`src/rtl/core/assert_macros.svh`:
```
// Assertion macros shared by the orbit generator RTL.
`ifndef ASSERT_MACROS_SVH
`define ASSERT_MACROS_SVH

`ifndef SYNTHESIS

// Property checked on every rising clk edge outside reset.
`define ASSERT_CLK(label, prop) \
    label: assert property (@(posedge clk) disable iff (!rst_n) prop) \
        else $error("assertion failed")

// Condition that must never be true outside reset.
`define ASSERT_NEVER(label, cond) \
    `ASSERT_CLK(label, !(cond))

`else

`define ASSERT_CLK(label, prop)
`define ASSERT_NEVER(label, cond)

`endif

`endif

```
`src/rtl/core/cosg_pkg.sv`:
```
// Shared types, constants and tables for the circular orbit setpoint generator.
`timescale 1ns / 1ps
`default_nettype none

package cosg_pkg;

    // Datapath widths
    localparam int DATA_W     = 32;
    localparam int RADIUS_W   = 31;
    localparam int MODE_W     = 2;
    localparam int CFG_IDX_W  = 2;

    // CORDIC sizing
    localparam int CORDIC_STAGES = 24;
    localparam int STAGE_W       = $clog2(CORDIC_STAGES);
    localparam int ATAN_N        = 32;
    localparam int ATAN_IDX_W    = $clog2(ATAN_N);
    localparam int GUARD_BITS    = 8;
    localparam int GAIN_SHIFT    = 23;
    localparam int PROD_W        = 2 * RADIUS_W;
    localparam int VEC_W         = 42;   // start vector < 2^39, CORDIC gain < 2
    localparam int ANG_W         = 34;   // residual angle plus sign and headroom

    localparam logic [RADIUS_W-1:0] GAIN_Q31     = 31'd1304065748;
    localparam logic [DATA_W-1:0]   HALF_TURN    = 32'h8000_0000;
    localparam logic [DATA_W-1:0]   QUARTER_TURN = 32'h4000_0000;

    // Request queue between front and back
    localparam int Q_DEPTH  = 2;
    localparam int Q_PTR_W  = (Q_DEPTH > 1) ? $clog2(Q_DEPTH) : 1;
    localparam int Q_CNT_W  = $clog2(Q_DEPTH + 1);

    // atan(2^-i) in units of 2^-32 turn
    localparam logic [DATA_W-1:0] ATAN_TURN [ATAN_N] = '{
        32'h20000000, 32'h12E4051E, 32'h09FB385B, 32'h051111D4, 32'h028B0D43,
        32'h0145D7E1, 32'h00A2F61E, 32'h00517C55, 32'h0028BE53, 32'h00145F2F,
        32'h000A2F98, 32'h000517CC, 32'h00028BE6, 32'h000145F3, 32'h0000A2FA,
        32'h0000517D, 32'h000028BE, 32'h0000145F, 32'h00000A30, 32'h00000518,
        32'h0000028C, 32'h00000146, 32'h000000A3, 32'h00000051, 32'h00000029,
        32'h00000014, 32'h0000000A, 32'h00000005, 32'h00000003, 32'h00000001,
        32'h00000001, 32'h00000000
    };

    typedef enum logic [MODE_W-1:0] {
        MODE_TICK   = 2'd0,
        MODE_CENTRE = 2'd1,
        MODE_PAUSE  = 2'd2
    } mode_t;

    typedef enum logic [CFG_IDX_W-1:0] {
        REG_RADIUS   = 2'd0,
        REG_STEP     = 2'd1,
        REG_ALTITUDE = 2'd2
    } cfg_reg_t;

    // One setpoint job handed from front to back
    typedef struct packed {
        logic        [DATA_W-1:0] phase;
        logic signed [DATA_W-1:0] cx;
        logic signed [DATA_W-1:0] cy;
    } job_t;

    // Queue status seen by both sides
    typedef struct packed {
        logic full;
        logic empty;
    } q_status_t;

endpackage

`default_nettype wire

```
`src/rtl/core/cosg_front.sv`:
```
// Front end: accepts requests, keeps centre/pause/phase state, queues setpoint jobs.
`timescale 1ns / 1ps
`default_nettype none

module cosg_front (
    input  logic                              clk,
    input  logic                              rst_n,
    input  logic                              in_valid,
    output logic                              in_ready,
    input  logic [cosg_pkg::MODE_W-1:0]       mode,
    input  logic signed [cosg_pkg::DATA_W-1:0] target_x,
    input  logic signed [cosg_pkg::DATA_W-1:0] target_y,
    input  logic [cosg_pkg::DATA_W-1:0]       phase_step,
    input  cosg_pkg::q_status_t               q_status,
    output logic                              push,
    output cosg_pkg::job_t                    push_job
);
    import cosg_pkg::*;

    logic                     paused_reg, paused_next;
    logic                     centre_valid_reg, centre_valid_next;
    logic signed [DATA_W-1:0] cx_reg, cx_next;
    logic signed [DATA_W-1:0] cy_reg, cy_next;
    logic        [DATA_W-1:0] phase_reg, phase_next;
    logic                     accept;

    assign in_ready = !q_status.full;
    assign accept   = in_valid && in_ready;

    // Classify the request and update orbit state
    always_comb
    begin
        paused_next       = paused_reg;
        centre_valid_next = centre_valid_reg;
        cx_next           = cx_reg;
        cy_next           = cy_reg;
        phase_next        = phase_reg;
        push              = 1'b0;
        if (accept)
        begin
            case (mode)
                MODE_TICK:
                begin
                    if (centre_valid_reg && !paused_reg)
                    begin
                        push       = 1'b1;
                        phase_next = phase_reg + phase_step;
                    end
                end
                MODE_CENTRE:
                begin
                    cx_next           = target_x;
                    cy_next           = target_y;
                    centre_valid_next = 1'b1;
                end
                MODE_PAUSE:
                begin
                    paused_next = !paused_reg;
                end
                default:
                begin
                    // unused code: dropped
                end
            endcase
        end
    end

    assign push_job.phase = phase_reg;
    assign push_job.cx    = cx_reg;
    assign push_job.cy    = cy_reg;

    always_ff @(posedge clk or negedge rst_n)
    begin
        if (!rst_n)
        begin
            paused_reg       <= 1'b0;
            centre_valid_reg <= 1'b0;
            cx_reg           <= '0;
            cy_reg           <= '0;
            phase_reg        <= '0;
        end
        else
        begin
            paused_reg       <= paused_next;
            centre_valid_reg <= centre_valid_next;
            cx_reg           <= cx_next;
            cy_reg           <= cy_next;
            phase_reg        <= phase_next;
        end
    end

endmodule

`default_nettype wire

```
`src/rtl/core/cosg_queue.sv`:
```
// Short job queue between front end and CORDIC back end.
`timescale 1ns / 1ps
`default_nettype none
`include "assert_macros.svh"

module cosg_queue (
    input  logic                clk,
    input  logic                rst_n,
    input  logic                push,
    input  cosg_pkg::job_t      push_job,
    input  logic                pop,
    output cosg_pkg::job_t      head_job,
    output cosg_pkg::q_status_t status
);
    import cosg_pkg::*;

    job_t                 entries [Q_DEPTH];
    logic [Q_PTR_W-1:0]   wr_ptr_reg, wr_ptr_next;
    logic [Q_PTR_W-1:0]   rd_ptr_reg, rd_ptr_next;
    logic [Q_CNT_W-1:0]   cnt_reg, cnt_next;
    logic                 full;
    logic                 empty;

    assign full          = (cnt_reg == Q_CNT_W'(Q_DEPTH));
    assign empty         = (cnt_reg == '0);
    assign status.full   = full;
    assign status.empty  = empty;
    assign head_job      = entries[rd_ptr_reg];

    // Pointer and occupancy update
    always_comb
    begin
        wr_ptr_next = wr_ptr_reg;
        rd_ptr_next = rd_ptr_reg;
        cnt_next    = cnt_reg;
        if (push)
        begin
            wr_ptr_next = (wr_ptr_reg == Q_PTR_W'(Q_DEPTH - 1)) ? '0 : wr_ptr_reg + 1'b1;
        end
        if (pop)
        begin
            rd_ptr_next = (rd_ptr_reg == Q_PTR_W'(Q_DEPTH - 1)) ? '0 : rd_ptr_reg + 1'b1;
        end
        if (push && !pop)
        begin
            cnt_next = cnt_reg + 1'b1;
        end
        else if (pop && !push)
        begin
            cnt_next = cnt_reg - 1'b1;
        end
    end

    always_ff @(posedge clk or negedge rst_n)
    begin
        if (!rst_n)
        begin
            wr_ptr_reg <= '0;
            rd_ptr_reg <= '0;
            cnt_reg    <= '0;
        end
        else
        begin
            wr_ptr_reg <= wr_ptr_next;
            rd_ptr_reg <= rd_ptr_next;
            cnt_reg    <= cnt_next;
        end
    end

    // Storage, no reset needed
    always_ff @(posedge clk)
    begin
        if (push)
        begin
            entries[wr_ptr_reg] <= push_job;
        end
    end

    `ASSERT_NEVER(a_q_no_overflow, push && full && !pop);
    `ASSERT_NEVER(a_q_no_underflow, pop && empty);
    `ASSERT_CLK(a_q_cnt_range, cnt_reg <= Q_CNT_W'(Q_DEPTH));

endmodule

`default_nettype wire

```
`src/rtl/core/cosg_back.sv`:
```
// Back end: iterative CORDIC that turns a queued job into one setpoint.
`timescale 1ns / 1ps
`default_nettype none
`include "assert_macros.svh"

module cosg_back (
    input  logic                               clk,
    input  logic                               rst_n,
    input  cosg_pkg::q_status_t                q_status,
    input  cosg_pkg::job_t                     head_job,
    output logic                               pop,
    input  logic [cosg_pkg::RADIUS_W-1:0]      orbit_radius,
    input  logic signed [cosg_pkg::DATA_W-1:0] altitude,
    output logic                               out_valid,
    input  logic                               out_ready,
    output logic signed [cosg_pkg::DATA_W-1:0] pos_x,
    output logic signed [cosg_pkg::DATA_W-1:0] pos_y,
    output logic signed [cosg_pkg::DATA_W-1:0] pos_z,
    output logic signed [cosg_pkg::DATA_W-1:0] heading
);
    import cosg_pkg::*;

    typedef enum logic [4:0] {
        S_IDLE = 5'b00001,
        S_MUL  = 5'b00010,
        S_INIT = 5'b00100,
        S_ROT  = 5'b01000,
        S_DONE = 5'b10000
    } state_t;

    localparam logic [STAGE_W-1:0]      LAST_STAGE = STAGE_W'(CORDIC_STAGES - 1);
    localparam logic signed [VEC_W-1:0] RND_HALF   = VEC_W'(1) << (GUARD_BITS - 1);

    state_t                    state_reg, state_next;
    job_t                      job_reg;
    logic                      flip_reg;
    logic        [PROD_W-1:0]  prod_reg;
    logic signed [VEC_W-1:0]   x_reg, x_next;
    logic signed [VEC_W-1:0]   y_reg, y_next;
    logic signed [ANG_W-1:0]   z_reg, z_next;
    logic        [STAGE_W-1:0] idx_reg, idx_next;
    logic                      out_valid_reg, out_valid_next;
    logic signed [DATA_W-1:0]  pos_x_reg, pos_y_reg, pos_z_reg, heading_reg;

    logic        [DATA_W-1:0]  quad_sum;
    logic        [DATA_W-1:0]  folded;
    logic signed [VEC_W-1:0]   dx, dy;
    logic signed [ANG_W-1:0]   atan_step;
    logic signed [VEC_W-1:0]   x_sum, y_sum, x_shr, y_shr;
    logic        [DATA_W-1:0]  cos_term, sin_term;
    logic                      load_out;

    // Quadrant fold of the phase: flip when in [1/4, 3/4) turn
    assign quad_sum = job_reg.phase + QUARTER_TURN;
    assign folded   = job_reg.phase ^ {flip_reg, {(DATA_W - 1){1'b0}}};

    // One rotation step
    assign dx        = y_reg >>> idx_reg;
    assign dy        = x_reg >>> idx_reg;
    assign atan_step = signed'(ANG_W'(ATAN_TURN[ATAN_IDX_W'(idx_reg)]));

    // Drop guard bits with round-half-up, then undo the fold
    assign x_sum    = x_reg + RND_HALF;
    assign y_sum    = y_reg + RND_HALF;
    assign x_shr    = x_sum >>> GUARD_BITS;
    assign y_shr    = y_sum >>> GUARD_BITS;
    assign cos_term = flip_reg ? (DATA_W'(0) - x_shr[DATA_W-1:0]) : x_shr[DATA_W-1:0];
    assign sin_term = flip_reg ? (DATA_W'(0) - y_shr[DATA_W-1:0]) : y_shr[DATA_W-1:0];

    assign load_out = (state_reg == S_DONE) && (!out_valid_reg || out_ready);
    assign pop      = (state_reg == S_IDLE) && !q_status.empty;

    // Sequencer and CORDIC iteration
    always_comb
    begin
        state_next = state_reg;
        x_next     = x_reg;
        y_next     = y_reg;
        z_next     = z_reg;
        idx_next   = idx_reg;
        case (state_reg)
            S_IDLE:
            begin
                if (!q_status.empty)
                begin
                    state_next = S_MUL;
                end
            end
            S_MUL:
            begin
                state_next = S_INIT;
            end
            S_INIT:
            begin
                x_next     = signed'(VEC_W'(prod_reg >> GAIN_SHIFT));
                y_next     = '0;
                z_next     = ANG_W'(signed'(folded));
                idx_next   = '0;
                state_next = S_ROT;
            end
            S_ROT:
            begin
                if (!z_reg[ANG_W-1])
                begin
                    x_next = x_reg - dx;
                    y_next = y_reg + dy;
                    z_next = z_reg - atan_step;
                end
                else
                begin
                    x_next = x_reg + dx;
                    y_next = y_reg - dy;
                    z_next = z_reg + atan_step;
                end
                if (idx_reg == LAST_STAGE)
                begin
                    state_next = S_DONE;
                end
                else
                begin
                    idx_next = idx_reg + 1'b1;
                end
            end
            S_DONE:
            begin
                if (load_out)
                begin
                    state_next = S_IDLE;
                end
            end
            default:
            begin
                state_next = S_IDLE;
            end
        endcase
    end

    // Output register valid
    always_comb
    begin
        out_valid_next = out_valid_reg;
        if (load_out)
        begin
            out_valid_next = 1'b1;
        end
        else if (out_ready)
        begin
            out_valid_next = 1'b0;
        end
    end

    always_ff @(posedge clk or negedge rst_n)
    begin
        if (!rst_n)
        begin
            state_reg     <= S_IDLE;
            out_valid_reg <= 1'b0;
            idx_reg       <= '0;
        end
        else
        begin
            state_reg     <= state_next;
            out_valid_reg <= out_valid_next;
            idx_reg       <= idx_next;
        end
    end

    // Datapath registers
    always_ff @(posedge clk)
    begin
        x_reg <= x_next;
        y_reg <= y_next;
        z_reg <= z_next;
        if (pop)
        begin
            job_reg <= head_job;
        end
        if (state_reg == S_MUL)
        begin
            prod_reg <= PROD_W'(orbit_radius) * PROD_W'(GAIN_Q31);
            flip_reg <= quad_sum[DATA_W-1];
        end
        if (load_out)
        begin
            pos_x_reg   <= job_reg.cx + cos_term;
            pos_y_reg   <= job_reg.cy + sin_term;
            pos_z_reg   <= altitude;
            heading_reg <= job_reg.phase + HALF_TURN;
        end
    end

    assign out_valid = out_valid_reg;
    assign pos_x     = pos_x_reg;
    assign pos_y     = pos_y_reg;
    assign pos_z     = pos_z_reg;
    assign heading   = heading_reg;

    `ASSERT_CLK(a_rot_idx_range, (state_reg == S_ROT) |-> (idx_reg <= LAST_STAGE));
    `ASSERT_CLK(a_pop_starts_job, pop |=> (state_reg == S_MUL));
    `ASSERT_CLK(a_done_holds, (state_reg == S_DONE) && out_valid_reg && !out_ready |=> (state_reg == S_DONE));

endmodule

`default_nettype wire

```
`src/rtl/core/circular_orbit_setpoint_generator_top.sv`:
```
// Top level of the circular orbit setpoint generator: config registers and front/queue/back.
//
//  Channel  Handshake              Payload
//  in       in_valid / in_ready    mode, target_x, target_y
//  out      out_valid / out_ready  pos_x, pos_y, pos_z, heading
//  cfg      cfg_valid / cfg_ready  cfg_index, cfg_data
//
// Centre, pause and unused-mode requests are handled in the front end alone.
// An emitting tick runs in the back end through S_MUL, S_INIT, the rotation steps and S_DONE,
// one at a time in the single shared CORDIC rotation unit; up to two ticks wait in the queue.
// Reset (rst_n low, async) restores default config and clears phase, pause and centre.
// in_ready drops only while the queue is full; the result register holds under out_ready low.
`timescale 1ns / 1ps
`default_nettype none

module circular_orbit_setpoint_generator_top (
    input  logic                                clk,
    input  logic                                rst_n,
    input  logic                                in_valid,
    output logic                                in_ready,
    input  logic [cosg_pkg::MODE_W-1:0]         mode,
    input  logic signed [cosg_pkg::DATA_W-1:0]  target_x,
    input  logic signed [cosg_pkg::DATA_W-1:0]  target_y,
    output logic                                out_valid,
    input  logic                                out_ready,
    output logic signed [cosg_pkg::DATA_W-1:0]  pos_x,
    output logic signed [cosg_pkg::DATA_W-1:0]  pos_y,
    output logic signed [cosg_pkg::DATA_W-1:0]  pos_z,
    output logic signed [cosg_pkg::DATA_W-1:0]  heading,
    input  logic                                cfg_valid,
    output logic                                cfg_ready,
    input  logic [cosg_pkg::CFG_IDX_W-1:0]      cfg_index,
    input  logic [cosg_pkg::DATA_W-1:0]         cfg_data
);
    import cosg_pkg::*;

    logic        [RADIUS_W-1:0] radius_reg;
    logic        [DATA_W-1:0]   step_reg;
    logic signed [DATA_W-1:0]   altitude_reg;

    logic      push;
    logic      pop;
    job_t      push_job;
    job_t      head_job;
    q_status_t q_status;

    assign cfg_ready = 1'b1;

    // Configuration register file
    always_ff @(posedge clk or negedge rst_n)
    begin
        if (!rst_n)
        begin
            radius_reg   <= 31'd98304;
            step_reg     <= 32'd13671746;
            altitude_reg <= -32'sd327680;
        end
        else if (cfg_valid && cfg_ready)
        begin
            case (cfg_index)
                REG_RADIUS:   radius_reg   <= cfg_data[RADIUS_W-1:0];
                REG_STEP:     step_reg     <= cfg_data;
                REG_ALTITUDE: altitude_reg <= cfg_data;
                default:
                begin
                    // unmapped index: ignored
                end
            endcase
        end
    end

    cosg_front u_front (
        .clk        (clk),
        .rst_n      (rst_n),
        .in_valid   (in_valid),
        .in_ready   (in_ready),
        .mode       (mode),
        .target_x   (target_x),
        .target_y   (target_y),
        .phase_step (step_reg),
        .q_status   (q_status),
        .push       (push),
        .push_job   (push_job)
    );

    cosg_queue u_queue (
        .clk      (clk),
        .rst_n    (rst_n),
        .push     (push),
        .push_job (push_job),
        .pop      (pop),
        .head_job (head_job),
        .status   (q_status)
    );

    cosg_back u_back (
        .clk          (clk),
        .rst_n        (rst_n),
        .q_status     (q_status),
        .head_job     (head_job),
        .pop          (pop),
        .orbit_radius (radius_reg),
        .altitude     (altitude_reg),
        .out_valid    (out_valid),
        .out_ready    (out_ready),
        .pos_x        (pos_x),
        .pos_y        (pos_y),
        .pos_z        (pos_z),
        .heading      (heading)
    );

endmodule

`default_nettype wire

```
`config.mk`:
```
export PLATFORM = sky130hd
export DESIGN_NAME = circular_orbit_setpoint_generator_top
export DESIGN_NICKNAME = d
export VERILOG_FILES = /design/src/rtl/core/cosg_pkg.sv /design/src/rtl/core/cosg_front.sv /design/src/rtl/core/cosg_queue.sv /design/src/rtl/core/cosg_back.sv /design/src/rtl/core/circular_orbit_setpoint_generator_top.sv
export VERILOG_INCLUDE_DIRS = /design/src /design/src/rtl/core
export SDC_FILE = /design/constraint.sdc
export NUM_CORES = 2
export LEC_CHECK = 0
export ABC_AREA = 1
export BUFFER_PORTS_ARGS = -buffer_cell sky130_fd_sc_hd__clkbuf_2
export CAP_MARGIN = 20
export CORE_MARGIN = 3
export CORE_UTILIZATION = 42
export CTS_BUF_LIST = sky130_fd_sc_hd__clkbuf_8 sky130_fd_sc_hd__clkbuf_16
export DETAILED_ROUTE_END_ITERATION = 7
export GPL_ROUTABILITY_DRIVEN = 1
export MAX_ROUTING_LAYER = met4
export PLACE_DENSITY = 0.63
export SLEW_MARGIN = 20
export SYNTH_ARGS = -nofsm -noshare
export SYNTH_HDL_FRONTEND = slang
export SYNTH_SLANG_ARGS = --single-unit
```
`constraint.sdc`:
```
create_clock -name clk -period 7.6 [get_ports clk]
set_input_delay 1.52 -clock clk [delete_from_list [all_inputs] [get_ports clk]]
set_output_delay 1.52 -clock clk [all_outputs]
set_load 0.05 [all_outputs]
```
==> impl_metrics.ini <==
[logic_synthesis]
syn_area_um2 = 68190
synth_nets = 9040
postSynth.asyncResetShare = 0.2660
ys_warn_count = 0
synth_edf_count = 574
syn_inst = 7918
synth.avg_cell_area_um2 = 8.612
synthDistinctLibCells = 65
ys_ff_latch = 782
synthFlopType = edfxtp_1
yosysSeqAreaShare = 0.3296

[worst_setup_path]
r2r_slack_ns = 0.29
cp.arrival_ns = 7.78
worstSetupPathType = reg2reg
crit_fanout = 8
path_cells = ha_1, fa_1, inv_1, fa_1, fa_1, inv_1, fa_1, fa_1, fa_1, inv_1, fa_1, inv_1, ha_1, a21oi_1, o21ai_0, a21oi_1, o21ai_0, a21oi_1, o21ai_0, buf_4, a21o_1, nand2_1, nand2_1, xor2_1
cp-end-kind = flop
crit_buf_inv = 5
critPathLaunchType = flop
critical_path.slowest_cell = dfstp_2
critPathMaxStageDelay_ns = 0.74
cp_top_family = adder cells
crit_required_ns = 8.07
reg2reg_depth = 24
r2r_end = u_back.prod_reg[55]$_DFFE_PP_
critPathMostFrequentCell = fa_1
r2r-start = radius_reg[16]$_DFFE_PN1P_

[floorplanning]
start_util = 0.4237
io_pins = 236
die_x_um = 408.9
core-area_um2 = 160900
fp.dieArea_um2 = 167200
die_h_um = 408.9
num_rows = 147

[clocking]
cts.clk_slew.worst_paths_ns = 0.07
holdBufCountCts = 0
cts_tree = done
htreeDepth = 3
clockBufferDepth = 3
insertion_delay_ns = 0.72
numCtsBuffers = 90
postCtsSetupRepairBufs = 0
clock-sinks = 782
clockRootBuffer = clkbuf_16
post_cts_resized = 0

[worst_hold_path]
holdPathStages = 0
min_from = altitude_reg[18]$_DFFE_PN0P_
holdPathEnd = u_back.pos_z[18]$_DFFE_PP_
hold_class = reg2reg

[sta]
final.setup.tns_ns = 0
layout_setup_ws_ns = 0.2899
post-route-min-period_ns = 7.310
rsz0062_at_grt = no
relSlewSlack = 0.3074
drv_slew = 0
fmax_ghz = 0.1368
skew_ns = 0.03199
period_share = 0.9619
hold_violations = 0
worst_pin_slew_ns = 1.039
finalSetupViolations = 0

[global_routing]
grt_pass1_wl_um = 341600
track_usage = 0.2746
antenna_found_initial = 4
overflow = 0
grt_max_degree = 139
first_global_vias = 55910

[final_layout]
area_delta_synth_final_pct = 10.36
largest_reg_flops = 192
final_common_cell = nand2_1
design_area_um2 = 75250
final_cell_mix = nand2_1 (1,690), inv_1 (1,166), nand3_1 (577)
drive_above_1_share = 0.09530
fin_nets = 9272

[routing]
ant_nets = 0
num_vias = 55810
wire_per_inst_um = 21.64
wirelength_um = 224900
via_per_inst = 5.371
drc = 0
drt_iter0_drc = 4417
dr.pass1.iters = 6

[place]
gp_congestion = 1.019
pre_cts_ws_ns = 0.2681
dp.final_hpwl_um = 183100
portBuffers = 234
place_area_um2 = 72050

[outcome]
status = finished, final reports clean

[run]
drv_cap = 0
## through the flow
step,hold WS (ns),utilization,instances
5_1_grt,0.4560,0.4675,10390
3_5_place_dp,0.4300,0.4477,10220
3_3_place_gp,0.4315,0.4476,10220
6_report,0.4444,0.4676,10390
4_1_cts,0.4444,0.4673,10390
2_1_floorplan,0.4227,-,7918
## worst max path at each step
stage,depth (start not counted),slack (ns),from,to
after global placement,20,0.31,radius_reg[16]$_DFFE_PN1P_,u_back.prod_reg[61]$_DFFE_PP_
final,24,0.29,radius_reg[16]$_DFFE_PN1P_,u_back.prod_reg[55]$_DFFE_PP_
after global routing,19,0.03,radius_reg[16]$_DFFE_PN1P_,u_back.prod_reg[61]$_DFFE_PP_
after CTS,19,0.22,radius_reg[16]$_DFFE_PN1P_,u_back.prod_reg[61]$_DFFE_PP_
after floorplan,2,0.12,out_ready,u_back.heading[0]$_DFFE_PP_
after detailed placement,19,0.27,radius_reg[16]$_DFFE_PN1P_,u_back.prod_reg[61]$_DFFE_PP_
## logic make-up after synthesis
kind of cell,count (synthesis),share of synthesized area
and+or+nand+nor,3133,0.1940
buffers and inverters,1353,0.07722
AOI/OAI and AO/OA,1105,0.08955
adders and majority gates,1017,0.2358
DFF,782,0.3296
xor gates and xnor gates,366,0.04712
muxes,161,0.02657
other,1,0.00005500
## metal layers
| layer | vias up | GRT usage | part of all wire |
|---|---|---|---|
| met5 | - | - | 0 |
| met4 | 0 | 0.07149 | 0.029 |
| met3 | 319 | 0.02804 | 0.047 |
| met2 | 1567 | 0.4582 | 0.48 |
| met1 | 27220 | 0.3578 | 0.44 |
| li1 | 26700 | - | - |
## final cells by class
type / instances / area (um^2)
inverter: 1174 / 4414
tap: 2160 / 2703
antenna: 4 / 10.01
clock buffer: 95 / 2321
clock inverter: 74 / 832.0
fill: 15720 / 85690
sequential: 782 / 22490
timing repair buffer: 319 / 1932
multi-input combinational: 5783 / 40550
## synth_stat cells, drive strengths merged (5+ instances only)
library cell | instances | area, um^2
clkinv | 6 | 22.52
nand3b | 7 | 52.55
o21bai | 18 | 135.1
clkbuf | 82 | 307.8
dfrtp | 180 | 4504
o22ai | 6 | 37.54
o21a | 32 | 240.2
a221oi | 11 | 96.34
edfxtp | 574 | 17240
nand2 | 1715 | 6502
xor2 | 234 | 2057
buf | 97 | 545.5
nand4 | 68 | 425.4
a21o | 34 | 255.2
nor2 | 593 | 2341
o2111ai | 7 | 61.31
dfstp | 28 | 735.7
nand3 | 582 | 2918
ha | 570 | 7132
o211ai | 15 | 112.6
o311ai | 6 | 52.55
o21ai | 447 | 2252
a21boi | 13 | 97.59
a31oi | 67 | 419.2
o221ai | 5 | 43.79
or2 | 30 | 187.7
o31ai | 12 | 90.09
mux2 | 160 | 1802
fa | 447 | 8949
nor4 | 32 | 206.5
inv | 1168 | 4389
xnor2 | 132 | 1156
a21oi | 419 | 2097
nor3 | 97 | 536.8
## worst register-to-register path: cells and delay by family (launching register included)
kind / cells / cell delay (ns)
fa+ha+maj: 9 / 4.29
buf+inv: 5 / 0.39
xor+xnor: 1 / 0.14
flops: 1 / 0.74
simple gates: 2 / 0.14
compound gates: 7 / 1.35
Power is left out: the tool's default activity adds up to more than one toggle a clock period on the data nets, which glitch-free logic cannot reach.
